===== src/rtl/iiee_pkg.sv =====
`timescale 1ns / 1ps
// Shared constants and types for the infix expression evaluator.
// No dependencies; used by the interfaces, the divider and the top level.
package iiee_pkg;

  localparam int WORD_BITS = 32;
  localparam int OUT_BITS  = 32;
  localparam int CHAR_BITS = 8;

  localparam logic [CHAR_BITS-1:0] CH_SPACE = 8'h20;
  localparam logic [CHAR_BITS-1:0] CH_STAR  = 8'h2A;
  localparam logic [CHAR_BITS-1:0] CH_PLUS  = 8'h2B;
  localparam logic [CHAR_BITS-1:0] CH_MINUS = 8'h2D;
  localparam logic [CHAR_BITS-1:0] CH_SLASH = 8'h2F;
  localparam logic [CHAR_BITS-1:0] CH_ZERO  = 8'h30;
  localparam logic [CHAR_BITS-1:0] CH_NINE  = 8'h39;

  typedef struct packed {
    logic                 start;
    logic [WORD_BITS-1:0] dividend;
    logic [WORD_BITS-1:0] divisor;
  } div_req_t;

  typedef struct packed {
    logic                 done;
    logic [WORD_BITS-1:0] quotient;
  } div_rsp_t;

endpackage


===== src/rtl/iiee_in_if.sv =====
`timescale 1ns / 1ps
// Character request channel: valid/ready handshake with ch and last.
// Depends on iiee_pkg.
interface iiee_in_if;
  logic                          valid;
  logic                          ready;
  logic [iiee_pkg::CHAR_BITS-1:0] ch;
  logic                          last;

  modport source (output valid, output ch, output last, input ready);
  modport sink   (input valid, input ch, input last, output ready);
endinterface


===== src/rtl/iiee_out_if.sv =====
`timescale 1ns / 1ps
// Result request channel: valid/ready handshake with value and error.
// Depends on iiee_pkg.
interface iiee_out_if;
  logic                                valid;
  logic                                ready;
  logic signed [iiee_pkg::OUT_BITS-1:0] value;
  logic                                error;

  modport source (output valid, output value, output error, input ready);
  modport sink   (input valid, input value, input error, output ready);
endinterface


===== src/rtl/infix_integer_expression_evaluator.sv =====
`timescale 1ns / 1ps
// Top level of the streaming infix expression evaluator.
// Depends on iiee_pkg, iiee_in_if, iiee_out_if and iiee_div.
//
// Usage:
//   din carries one ASCII character per request (ch) with last set on the
//   final character. dout carries one request per expression: value and
//   error, with value forced to zero on error.
//   Spaces are skipped, + - * / follow the usual precedence, each atom may
//   carry one leading minus, arithmetic wraps at 32 bits.
// Timing:
//   Outside a divide, din.ready is held low only by a waiting result. A fold into a
//   pending divide runs the shared radix-2 divider: a launch, 32 bit steps
//   and a retire, with din.ready low meanwhile.
//   The result appears on dout in the cycle after the last character (or
//   after the divider retires when the last atom is a divisor).
// Reset:
//   rst clears all parse state and drops any pending result.
// Backpressure:
//   The result sits in an output register; while it waits din.ready follows
//   dout.ready, so the next character is taken in the cycle the result leaves.
module infix_integer_expression_evaluator (
  input logic        clk,
  input logic        rst,
  iiee_in_if.sink    din,
  iiee_out_if.source dout
);

  localparam int W        = iiee_pkg::WORD_BITS;
  localparam int MAG_BITS = W - 1;
  localparam int ACC_BITS = W + 3;
  localparam logic [W-1:0] LIT_MAX = {1'b0, {(W-1){1'b1}}};

  typedef enum logic {ST_IDLE, ST_DIV} state_t;
  typedef enum logic [1:0] {PH_ATOM, PH_SIGN, PH_DIGITS} phase_t;
  typedef enum logic [1:0] {MUL_NONE, MUL_TIMES, MUL_DIVIDE} mul_t;

  state_t                           state, state_next;
  logic [W-1:0]                     sum, sum_next;
  logic [W-1:0]                     term, term_next;
  logic                             add_pend, add_pend_next;
  mul_t                             mul_pend, mul_pend_next;
  logic [MAG_BITS-1:0]              mag, mag_next;
  logic                             neg, neg_next;
  phase_t                           phase, phase_next;
  logic                             err_seen, err_seen_next;
  logic [iiee_pkg::CHAR_BITS-1:0]   op_save, op_save_next;
  logic                             last_save, last_save_next;
  logic                             out_valid, out_valid_next;
  logic signed [iiee_pkg::OUT_BITS-1:0] out_value, out_value_next;
  logic                             out_error, out_error_next;

  iiee_pkg::div_req_t div_req;
  iiee_pkg::div_rsp_t div_rsp;
  logic               div_start;

  logic                accept;
  logic                is_digit, is_space, is_op;
  logic [ACC_BITS-1:0] acc10;
  logic                lit_ovf;
  logic                t_err, t_neg;
  logic [MAG_BITS-1:0] t_mag;
  phase_t              t_phase;
  logic [W-1:0]        fold_val;
  logic [W-1:0]        prod_full;
  logic [W-1:0]        fold_term;
  logic                fin_go, fin_last;
  logic [iiee_pkg::CHAR_BITS-1:0] fin_op;
  logic [W-1:0]        fin_term, fin_sum;

  iiee_div u_div (
    .clk (clk),
    .rst (rst),
    .req (div_req),
    .rsp (div_rsp)
  );

  assign din.ready  = (state == ST_IDLE) && (!out_valid || dout.ready);
  assign accept     = din.valid && din.ready;
  assign dout.valid = out_valid;
  assign dout.value = out_value;
  assign dout.error = out_error;

  assign is_digit = (din.ch >= iiee_pkg::CH_ZERO) && (din.ch <= iiee_pkg::CH_NINE);
  assign is_space = (din.ch == iiee_pkg::CH_SPACE);
  assign is_op    = (din.ch == iiee_pkg::CH_PLUS) || (din.ch == iiee_pkg::CH_MINUS) ||
                    (din.ch == iiee_pkg::CH_STAR) || (din.ch == iiee_pkg::CH_SLASH);

  // mag * 10 + digit, checked against the largest literal
  assign acc10   = ACC_BITS'({mag, 3'b000}) + ACC_BITS'({mag, 1'b0}) +
                   ACC_BITS'(din.ch[3:0]);
  assign lit_ovf = acc10 > ACC_BITS'(LIT_MAX);

  // number state after taking the character, before any fold
  always_comb begin
    t_err   = 1'b0;
    t_mag   = mag;
    t_neg   = neg;
    t_phase = phase;
    if (!is_space) begin
      if (phase != PH_DIGITS) begin
        if (is_digit) begin
          t_mag   = MAG_BITS'(din.ch[3:0]);
          t_phase = PH_DIGITS;
        end else if (phase == PH_ATOM && din.ch == iiee_pkg::CH_MINUS) begin
          t_neg   = 1'b1;
          t_phase = PH_SIGN;
        end else begin
          t_err = 1'b1;
        end
      end else if (is_digit) begin
        if (lit_ovf) t_err = 1'b1;
        else         t_mag = acc10[MAG_BITS-1:0];
      end else if (!is_op) begin
        t_err = 1'b1;
      end
    end
  end

  assign fold_val  = t_neg ? (W'(0) - {1'b0, t_mag}) : {1'b0, t_mag};
  assign prod_full = term * fold_val;
  assign fold_term = (mul_pend == MUL_TIMES) ? prod_full : fold_val;

  assign div_req.start    = div_start;
  assign div_req.dividend = term;
  assign div_req.divisor  = fold_val;

  assign fin_sum = add_pend ? (sum - fin_term) : (sum + fin_term);

  always_comb begin
    state_next     = state;
    sum_next       = sum;
    term_next      = term;
    add_pend_next  = add_pend;
    mul_pend_next  = mul_pend;
    mag_next       = mag;
    neg_next       = neg;
    phase_next     = phase;
    err_seen_next  = err_seen;
    op_save_next   = op_save;
    last_save_next = last_save;
    out_valid_next = out_valid && !dout.ready;
    out_value_next = out_value;
    out_error_next = out_error;
    div_start      = 1'b0;
    fin_go         = 1'b0;
    fin_last       = 1'b0;
    fin_op         = din.ch;
    fin_term       = fold_term;

    unique case (state)
      ST_IDLE: begin
        if (accept) begin
          priority if (err_seen) begin
            if (din.last) begin
              out_valid_next = 1'b1;
              out_error_next = 1'b1;
            end
          end else if (din.last && (t_err || is_op || t_phase != PH_DIGITS)) begin
            out_valid_next = 1'b1;
            out_error_next = 1'b1;
          end else if (t_err) begin
            err_seen_next = 1'b1;
          end else if (din.last || (is_op && phase == PH_DIGITS)) begin
            if (mul_pend == MUL_DIVIDE) begin
              if (t_mag == '0) begin
                if (din.last) begin
                  out_valid_next = 1'b1;
                  out_error_next = 1'b1;
                end else begin
                  err_seen_next = 1'b1;
                end
              end else begin
                div_start      = 1'b1;
                op_save_next   = din.ch;
                last_save_next = din.last;
                state_next     = ST_DIV;
              end
            end else begin
              fin_go   = 1'b1;
              fin_last = din.last;
            end
          end else begin
            mag_next   = t_mag;
            neg_next   = t_neg;
            phase_next = t_phase;
          end
        end
      end
      ST_DIV: begin
        fin_op   = op_save;
        fin_term = div_rsp.quotient;
        if (div_rsp.done) begin
          fin_go     = 1'b1;
          fin_last   = last_save;
          state_next = ST_IDLE;
        end
      end
      default: state_next = ST_IDLE;
    endcase

    // retire the folded atom: emit on the final character, else apply the operator
    if (fin_go) begin
      if (fin_last) begin
        out_valid_next = 1'b1;
        out_error_next = 1'b0;
        out_value_next = iiee_pkg::OUT_BITS'(fin_sum);
      end else begin
        term_next  = fin_term;
        mag_next   = '0;
        neg_next   = 1'b0;
        phase_next = PH_ATOM;
        priority if (fin_op == iiee_pkg::CH_STAR) begin
          mul_pend_next = MUL_TIMES;
        end else if (fin_op == iiee_pkg::CH_SLASH) begin
          mul_pend_next = MUL_DIVIDE;
        end else begin
          sum_next      = fin_sum;
          add_pend_next = (fin_op == iiee_pkg::CH_MINUS);
          mul_pend_next = MUL_NONE;
        end
      end
    end

    // an emitted result ends the expression: drop all parse state
    if (out_valid_next && !(out_valid && !dout.ready)) begin
      sum_next      = '0;
      term_next     = '0;
      add_pend_next = 1'b0;
      mul_pend_next = MUL_NONE;
      mag_next      = '0;
      neg_next      = 1'b0;
      phase_next    = PH_ATOM;
      err_seen_next = 1'b0;
      if (out_error_next) out_value_next = '0;
    end
  end

  always_ff @(posedge clk) begin
    if (rst) begin
      state     <= ST_IDLE;
      sum       <= '0;
      term      <= '0;
      add_pend  <= 1'b0;
      mul_pend  <= MUL_NONE;
      mag       <= '0;
      neg       <= 1'b0;
      phase     <= PH_ATOM;
      err_seen  <= 1'b0;
      out_valid <= 1'b0;
    end else begin
      state     <= state_next;
      sum       <= sum_next;
      term      <= term_next;
      add_pend  <= add_pend_next;
      mul_pend  <= mul_pend_next;
      mag       <= mag_next;
      neg       <= neg_next;
      phase     <= phase_next;
      err_seen  <= err_seen_next;
      out_valid <= out_valid_next;
    end
    op_save   <= op_save_next;
    last_save <= last_save_next;
    out_value <= out_value_next;
    out_error <= out_error_next;
  end

endmodule


===== src/rtl/iiee_div.sv =====
`timescale 1ns / 1ps
// Iterative signed divider, one quotient bit per cycle, truncating toward zero.
// Depends on iiee_pkg for the word width and the request/response structs.
module iiee_div (
  input  logic               clk,
  input  logic               rst,
  input  iiee_pkg::div_req_t req,
  output iiee_pkg::div_rsp_t rsp
);

  localparam int W        = iiee_pkg::WORD_BITS;
  localparam int CNT_BITS = $clog2(W);
  localparam logic [CNT_BITS-1:0] CNT_LAST = CNT_BITS'(W - 1);

  logic                busy;
  logic                done;
  logic [CNT_BITS-1:0] cnt;
  logic [W-1:0]        rem;
  logic [W-1:0]        quo;
  logic [W-1:0]        dvs;
  logic                neg_q;

  logic         sa, sb;
  logic [W-1:0] ma, mb;
  logic [W:0]   shifted, diff;
  logic         qbit;
  logic [W-1:0] rem_next;

  assign sa = req.dividend[W-1];
  assign sb = req.divisor[W-1];
  // magnitude of the most negative value reads correctly as unsigned
  assign ma = sa ? (W'(0) - req.dividend) : req.dividend;
  assign mb = sb ? (W'(0) - req.divisor) : req.divisor;

  assign shifted  = {rem, quo[W-1]};
  assign diff     = shifted - {1'b0, dvs};
  assign qbit     = ~diff[W];
  assign rem_next = qbit ? diff[W-1:0] : shifted[W-1:0];

  always_ff @(posedge clk) begin
    if (rst) begin
      busy <= 1'b0;
      done <= 1'b0;
      cnt  <= '0;
    end else begin
      done <= 1'b0;
      if (req.start) begin
        busy  <= 1'b1;
        cnt   <= '0;
        rem   <= '0;
        quo   <= ma;
        dvs   <= mb;
        neg_q <= sa ^ sb;
      end else if (busy) begin
        rem <= rem_next;
        quo <= {quo[W-2:0], qbit};
        cnt <= cnt + CNT_BITS'(1);
        if (cnt == CNT_LAST) begin
          busy <= 1'b0;
          done <= 1'b1;
        end
      end
    end
  end

  assign rsp.done     = done;
  assign rsp.quotient = neg_q ? (W'(0) - quo) : quo;

endmodule

===== src/flat_wrapper.sv =====
// flat-port wrapper written by rule: the top's interface ports become plain ports
module infix_integer_expression_evaluator_flat 
  (clk, rst, din_valid, din_ch, din_last, din_ready, dout_valid, dout_value, dout_error, dout_ready);
  iiee_in_if din_i ();
  iiee_out_if dout_i ();
  input logic clk;
  input logic rst;
  input wire logic [$bits(din_i.valid)-1:0] din_valid;
  input wire logic [$bits(din_i.ch)-1:0] din_ch;
  input wire logic [$bits(din_i.last)-1:0] din_last;
  output wire logic [$bits(din_i.ready)-1:0] din_ready;
  output wire logic [$bits(dout_i.valid)-1:0] dout_valid;
  output wire logic [$bits(dout_i.value)-1:0] dout_value;
  output wire logic [$bits(dout_i.error)-1:0] dout_error;
  input wire logic [$bits(dout_i.ready)-1:0] dout_ready;
  assign din_i.valid = din_valid;
  assign din_i.ch = din_ch;
  assign din_i.last = din_last;
  assign din_ready = din_i.ready;
  assign dout_valid = dout_i.valid;
  assign dout_value = dout_i.value;
  assign dout_error = dout_i.error;
  assign dout_i.ready = dout_ready;
  infix_integer_expression_evaluator u_core (.clk(clk), .rst(rst), .din(din_i), .dout(dout_i));
endmodule

===== config.mk =====
export PLATFORM = sky130hd
export DESIGN_NAME = infix_integer_expression_evaluator_flat
export DESIGN_NICKNAME = d
export VERILOG_FILES = /design/src/rtl/iiee_pkg.sv /design/src/rtl/iiee_in_if.sv /design/src/rtl/iiee_out_if.sv /design/src/rtl/infix_integer_expression_evaluator.sv /design/src/rtl/iiee_div.sv /design/src/flat_wrapper.sv
export SDC_FILE = /design/constraint.sdc
export NUM_CORES = 2
export LEC_CHECK = 0
export BUFFER_PORTS_ARGS = -buffer_cell sky130_fd_sc_hd__buf_4
export CAP_MARGIN = 25
export CORE_MARGIN = 2
export CORE_UTILIZATION = 50
export DETAILED_ROUTE_END_ITERATION = 12
export GPL_ROUTABILITY_DRIVEN = 1
export GPL_TIMING_DRIVEN = 1
export PLACE_DENSITY_LB_ADDON = 0.3
export SLEW_MARGIN = 20
export SYNTH_ARGS = -nofsm -noshare
export SYNTH_HDL_FRONTEND = slang
export SYNTH_HIERARCHICAL = 1
export SYNTH_SLANG_ARGS = --single-unit

===== constraint.sdc =====
create_clock -name clk -period 22.8 [get_ports clk]
set_clock_uncertainty 0.2 [all_clocks]
set_input_delay 6.84 -clock clk [delete_from_list [all_inputs] [get_ports clk]]
set_output_delay 6.84 -clock clk [all_outputs]
set_load 0.02 [all_outputs]

Yosys cells after proc, flatten, opt, wreduce, memory -nomap -nowiden
Index checks and enable logic that the tools add are counted.

operators by class
  bitwise logic cells = 12
  $add $sub $neg = 10
  eq/ne operators = 14
  reduce and logical (&&, ||, !) cells = 30
  multiplexer cells = 121
  order comparisons = 3
  $mul = 1

operator list
  cell                                                               number
  2-to-1 mux 32 bit                                                  14
  2-to-1 mux 31 bit                                                  14
  subtractor 1 x 32 -> 32 bit, first input constant                  3
  2-to-1 mux 1 bit                                                   75
  equality test 8 x 6 -> 1 bit, second input constant                8
  adder 34 x 32 -> 35 bit                                            1
  adder 35 x 4 -> 35 bit                                             1
  greater-than comparator 35 x 31 -> 1 bit, second input constant    1
  subtractor 33 x 32 -> 33 bit                                       1
  adder 32 bit                                                       1
  multiplier 32 x 32 -> 32 bit                                       1
  subtractor 1 x 31 -> 32 bit, first input constant                  1
  subtractor 32 bit                                                  1
  logical NOT 31 bit                                                 1
  2-to-1 mux 2 bit                                                   14
  NOT 1 bit                                                          11
  greater-or-equal comparator 8 x 6 -> 1 bit, second input constant  1
  less-or-equal comparator 8 x 6 -> 1 bit, second input constant     1
  logical AND 1 bit                                                  8
  2-to-1 mux 8 bit                                                   1
  AND reduction 2 bit                                                4
  AND reduction 8 bit                                                1
  logical OR 1 bit                                                   7
  one-hot mux 1 bit (2 select lines)                                 3
  other kinds (12)                                                   17

storage, ports and cells
  flip-flop bits (word level) = 250
  input port bits = 13

Depth between registers and ports, before layout
  depth in word-level cells = 20
  mapped depth = 67
  depth with buffers taken out = 62

By module
The synthesis kept the hierarchy.

modules (own cells, without submodules)
  module                              instances  cells an instance  sequential area each (sq um)  area an instance (sq um)
  infix_integer_expression_evaluator  1          3349               3012.9                        27470.1
  iiee_div                            1          850                3052.9                        7788.7

Least setup slack after synthesis
Ideal clock, no wire load.

  kind = input to register
  start point = input din_ch[3]
  end point = register u_core.sum[31]
  buffers on the path = 5
  stages = 63
  arrival = 20.492 ns
  setup time = 0.070 ns
  path slack = 2.037 ns
  cells stage by stage = clkbuf_1 -> inv_1 -> fa_1 -> inv_1 -> ha_1 -> a211oi_1 -> o21ai_0 -> nand3_1 -> a211oi_1 -> or2_1 -> a221o_1 -> or2_1 -> nand4_1 -> clkbuf_1 -> nand3_1 -> and2_1 -> ha_1 -> nand3_1 -> (+27 left out) -> and2_1 -> and3_1 -> and2_1 -> clkbuf_1 -> a21oi_1 -> xnor2_1 -> ha_1 -> o41ai_1 -> o211ai_1 -> o41a_1 -> a21oi_1 -> nor2b_1 -> o21ai_0 -> a21oi_1 -> xor2_1 -> xnor2_1 -> or3_1 -> a21oi_1

between the ends
  elaborated cells between the ends (all ways) = 80

RTL lines
  what                                                      RTL line                                   RTL
  start: declaration                                        flat_wrapper.sv:9                          input wire logic [$bits(din_i.ch)-1:0] din_ch;
  adder 35 x 4 -> 35 bit                                    infix_integer_expression_evaluator.sv:90   assign acc10 = ACC_BITS'({mag, 3'b000}) + ACC_BITS'({mag, 1'b0}) +
  greater-than comparator 35 x 31 -> 1 bit                  infix_integer_expression_evaluator.sv:92   assign lit_ovf = acc10 > ACC_BITS'(LIT_MAX);
  2-to-1 mux 31 bit                                         infix_integer_expression_evaluator.sv:112  if (lit_ovf) t_err = 1'b1;
  2-to-1 mux 31 bit                                         infix_integer_expression_evaluator.sv:111  end else if (is_digit) begin
  2-to-1 mux 31 bit                                         infix_integer_expression_evaluator.sv:101  if (phase != PH_DIGITS) begin
  2-to-1 mux 31 bit                                         infix_integer_expression_evaluator.sv:100  if (!is_space) begin
  subtractor 1 x 31 -> 32 bit                               infix_integer_expression_evaluator.sv:120  assign fold_val = t_neg ? (W'(0) - {1'b0, t_mag}) : {1'b0, t_mag};
  2-to-1 mux 32 bit *                                       infix_integer_expression_evaluator.sv:120
  named net u_core.fold_val[4]                              infix_integer_expression_evaluator.sv:64   logic [W-1:0] fold_val;
  multiplier 32 x 32 -> 32 bit                              infix_integer_expression_evaluator.sv:121  assign prod_full = term * fold_val;
  2-to-1 mux 32 bit *                                       infix_integer_expression_evaluator.sv:122  assign fold_term = (mul_pend == MUL_TIMES) ? prod_full : fold_val;
  2-to-1 mux 32 bit *                                       infix_integer_expression_evaluator.sv:151  unique case (state)
  adder 32 bit / subtractor 32 bit (equally long branches)  infix_integer_expression_evaluator.sv:128  assign fin_sum = add_pend ? (sum - fin_term) : (sum + fin_term);
  2-to-1 mux 32 bit *                                       infix_integer_expression_evaluator.sv:128
  end signal: assignment                                    infix_integer_expression_evaluator.sv:253  sum <= sum_next;
  end: declaration                                          infix_integer_expression_evaluator.sv:39   logic [W-1:0] sum, sum_next;

Mark *: on every way through the listed nets, which the timed path passes. The rest lies on a longest branch.
A chain may end at the register's enable or synchronous reset.

Worst setup path after layout
  start point = input din_ch[3]
  end point = register u_core.sum[31]

between the ends
  word-level cells in the longest chain between the ends = 19
  elaborated cells between the ends (all ways) = 80

RTL lines
  what
  branches (longest 19 deep; another with adder 35 x 4 -> 35 bit)

Several ways; the timed one is not identified.

==> run_results.csv <==
group,metric,value,unit
run_status,status,"complete, no violations",
timing,rsz0062_at_grt,"false",
yosys,synth_most_common_cell,"nand2_1",
yosys,synth_seq_cells,250,
detailed_routing,routedWlPerCell,20.2,um
yosys,synth_edf_count,106,
clock_network,cts-buffers-inserted,28,
detailed_routing,wl_met1,41.8,mm
detailed_routing,drtIter0Drc,2430,
clock_network,cts_root_buf,"clkbuf_16",
timing,slew_headroom,0.251,
cells_and_area,layout-drive-gt1-share,0.0694,
cells_and_area,final_cell_area,38000,um^2
power_and_ir_drop,power_density,28.1,nW/um^2
flow_run,cap_violations,0,
yosys,avgSynthCellArea,8.40,um^2
worst_setup_path,cp_slowest_cell,"or4b_4",
clock_network,cts_max_level,1,
floorplan,die_area,72700,um^2
global_route,grt_pass1_vias,30400,
yosys,synth_flop_cell,"dfxtp_1",
detailed_routing,ant_nets,0,
global_route,track_usage,0.286,
place,placedInstanceArea,37000,um^2
floorplan,core-area,69900,um^2
cells_and_area,area.growth.synth_to_final,7.75,%
yosys,synthCells,4199,
clock_network,clock_path_buffers,3,
detailed_routing,remaining_drc_errors,0,
detailed_routing,wl_met2,49.5,mm
detailed_routing,wl,104,mm
worst_setup_path,max_stage_delay,0.63,ns
detailed_routing,wl_met3,8.67,mm
worst_setup_path,ff2ff_path_depth,57,
worst_setup_path,endpoint_kind,"flip-flop",
yosys,synth_top_area_share,0.234,
worst_setup_path,start_kind,"primary input",
worst_setup_path,path_common_cell,"ha_1",
clock_network,clk_latency,0.58,ns
floorplan,die_w,270,um
yosys,yosysTopAreaCell,"fa_1",
timing,worst_pin_slew,1.11,ns
clock_network,cts_resized,0,
yosys,synth.distinct_cells,98,
clock_network,cts_hold_buf,0,
worst_setup_path,path_delay_family,"compound AO/OA/AOI/OAI gates",
clock_network,path_clk_slew,0.06,ns
clock_network,postCtsSetupBuffers,0,
min_path,hp-class,"flip-flop to flip-flop",
yosys,synthMuxAreaShare,0.0178,
yosys,netlist_area,35300,um^2
yosys,synth_compound_area_frac,0.135,
yosys,yosysSeqAreaShare,0.172,
worst_setup_path,cp.arrival,21.55,ns
timing,setup_viol,0,
yosys,ys_warn_count,6,
cells_and_area,antenna_cells,0,
place,dpl.hpwl,79.0,mm
yosys,synth_fa_ha_area_frac,0.324,
yosys,yosys.area_share.simple,0.194,
worst_setup_path,cp.required,23.10,ns
worst_setup_path,reg2reg_to,"u_core/sum[31]$_SDFFE_PP0P_",
timing,tns,0,ns
cells_and_area,fill_cells,6575,
worst_setup_path,crit_end,"u_core/sum[31]$_SDFFE_PP0P_",
floorplan,rows,97,
timing,timing.final.crit_share,0.932,
global_route,grt_start_max_net_pins,70,
power_and_ir_drop,vdd_drop_max,0.0613,mV
detailed_routing,viasPerCell,5.79,
worst_setup_path,timing_worst_setup_path_type,"primary input to flip-flop",
worst_setup_path,rrSetupSlack,7.51,ns
place,numPortBuffers,47,
timing,hold_violations,0,
detailed_routing,dr.pass1.iters,6,
global_route,grt_overflow,0,
min_path,hold_depth,2,
floorplan,fp.dieH,270,um
power_and_ir_drop,power.leakage,17.3,nW
cells_and_area,nets,4852,
worst_setup_path,path_depth,58,
power_and_ir_drop,power.total,1.07,mW
timing,maxSlewViolCount,0,
worst_setup_path,r2r-start,"u_core/mag[2]$_SDFF_PP0_",
worst_setup_path,crit_fanout,14,
global_route,grt_pass1_wl,166,mm
yosys,async_flop_share,0,
floorplan,start_util,0.504,
detailed_routing,num_vias,29800,
yosys,synth_top_family_by_area,"adder cells",
yosys,synth.area.top_cells,"fa_1, edfxtp_1, ha_1, dfxtp_1, nand2_1",
worst_setup_path,path_buf_inv,7,
clock_network,cts_tree,"done",
yosys,ys_top_cells_by_count,"nand2_1, inv_1, fa_1, nor2_1, a21oi_1",
yosys,synth_xor_area_frac,0.0773,
detailed_routing,maxUsedRoutingLayer,"met5",
floorplan,ios,48,
timing,fmax,47.1,MHz
place,globalplace.congestion,0.949,
yosys,synthesis.nets,4878,
global_route,grt_antenna_before_repair,4,
worst_setup_path,worstSetupStartpoint,"din_ch[3]",
timing,period_needed,21.25,ns
clock_network,cts_sinks,250,
==> power breakdown <==
group	internal, mW	switching, mW
Combinational	0.0484	0.0778
Sequential	0.465	0.00159
Clock	0.274	0.202
==> layer usage <==
layer / GRT usage / up-vias
li1: - / 13700
met1: 0.366 / 14600
met2: 0.481 / 1187
met3: 0.0534 / 288
met4: 0.105 / 2
met5: 0 / -
==> state kept, by name, indices dropped and copies added (netlist names), 8 cells and up <==
register and flops:
u_core/dout.value 32, u_core/op_save 8, u_core/sum 32, u_core/term 32, u_core/u_div/quo 32, u_core/u_div/dvs 32, u_core/u_div/rem 32, u_core/mag 31
==> layout make-up <==
cell class / count / area [um^2] / area share
inverter: 522 / 1960 / 0.0516
tap: 940 / 1180 / 0.0310
clock buffer: 38 / 810 / 0.0213
clock inverter: 14 / 171 / 0.00451
timing repair buffer: 161 / 1220 / 0.0321
sequential: 250 / 6070 / 0.160
multi-input combinational: 3210 / 26600 / 0.700
==> how the worst min path moves through the flow <==
| stage | start | end |
|---|---|---|
| finish | u_core/dout.value[9]$_DFF_P_ | u_core/dout.value[9]$_DFF_P_ |
| global route | u_core/dout.value[6]$_DFF_P_ | u_core/dout.value[6]$_DFF_P_ |
| CTS | u_core/dout.value[19]$_DFF_P_ | u_core/dout.value[19]$_DFF_P_ |
| detailed placement | u_core/dout.value[19]$_DFF_P_ | u_core/dout.value[19]$_DFF_P_ |
| global placement | u_core/dout.value[19]$_DFF_P_ | u_core/dout.value[19]$_DFF_P_ |
| floorplan | u_core/sum[10]$_SDFFE_PP0P_ | u_core/sum[10]$_SDFFE_PP0P_ |
==> metrics by stage <==
stage | hold WS [ns] | instances | setup WS, ns | util
floorplan | 0.241 | 4199 | 2.04 | -
global placement | 0.239 | 5081 | 1.33 | 0.529
detailed placement | 0.246 | 5081 | 1.11 | 0.529
CTS | 0.254 | 5133 | 1.65 | 0.543
global route | 0.274 | 5135 | 0.657 | 0.543
finish | 0.251 | 5135 | 1.55 | 0.543
==> worst register-to-register path: cells and delay by family, from the launching register on <==
family | cells | cell delay [ns]
buffers and inverters | 6 | 0.82
adders and majority gates | 12 | 4.39
xor gates and xnor gates | 5 | 1.03
DFF | 1 | 0.40
AOI/OAI and AO/OA | 20 | 5.00
and+or+nand+nor | 14 | 3.37
==> cell usage in the layout (no fill, tap or decap), types with 29 or more instances in the layout <==
master	count
o31ai_1	35
xor2_1	87
a21oi_1	260
inv_1	521
nor2_1	292
edfxtp_1	106
ha_1	254
buf_4	159
nand2_1	612
clkbuf_16	29
nand3_1	42
mux2i_1	48
and3_1	43
xnor2_1	176
nand2b_1	30
nor3_1	47
a21o_1	49
a211oi_1	48
and2_1	226
o21ai_0	131
dfxtp_1	142
fa_1	412
==> logic make-up (layout without fill, tap and decap cells) <==
kind of cell / count (synthesis) / in the layout
DFF: 250 / 250
xor gates and xnor gates: 291 / 291
muxes: 61 / 61
AOI/OAI and AO/OA: 745 / 745
buffers and inverters: 739 / 735
and+or+nand+nor: 1447 / 1447
adders and majority gates: 666 / 666
Power figures use the tool's default switching activity.
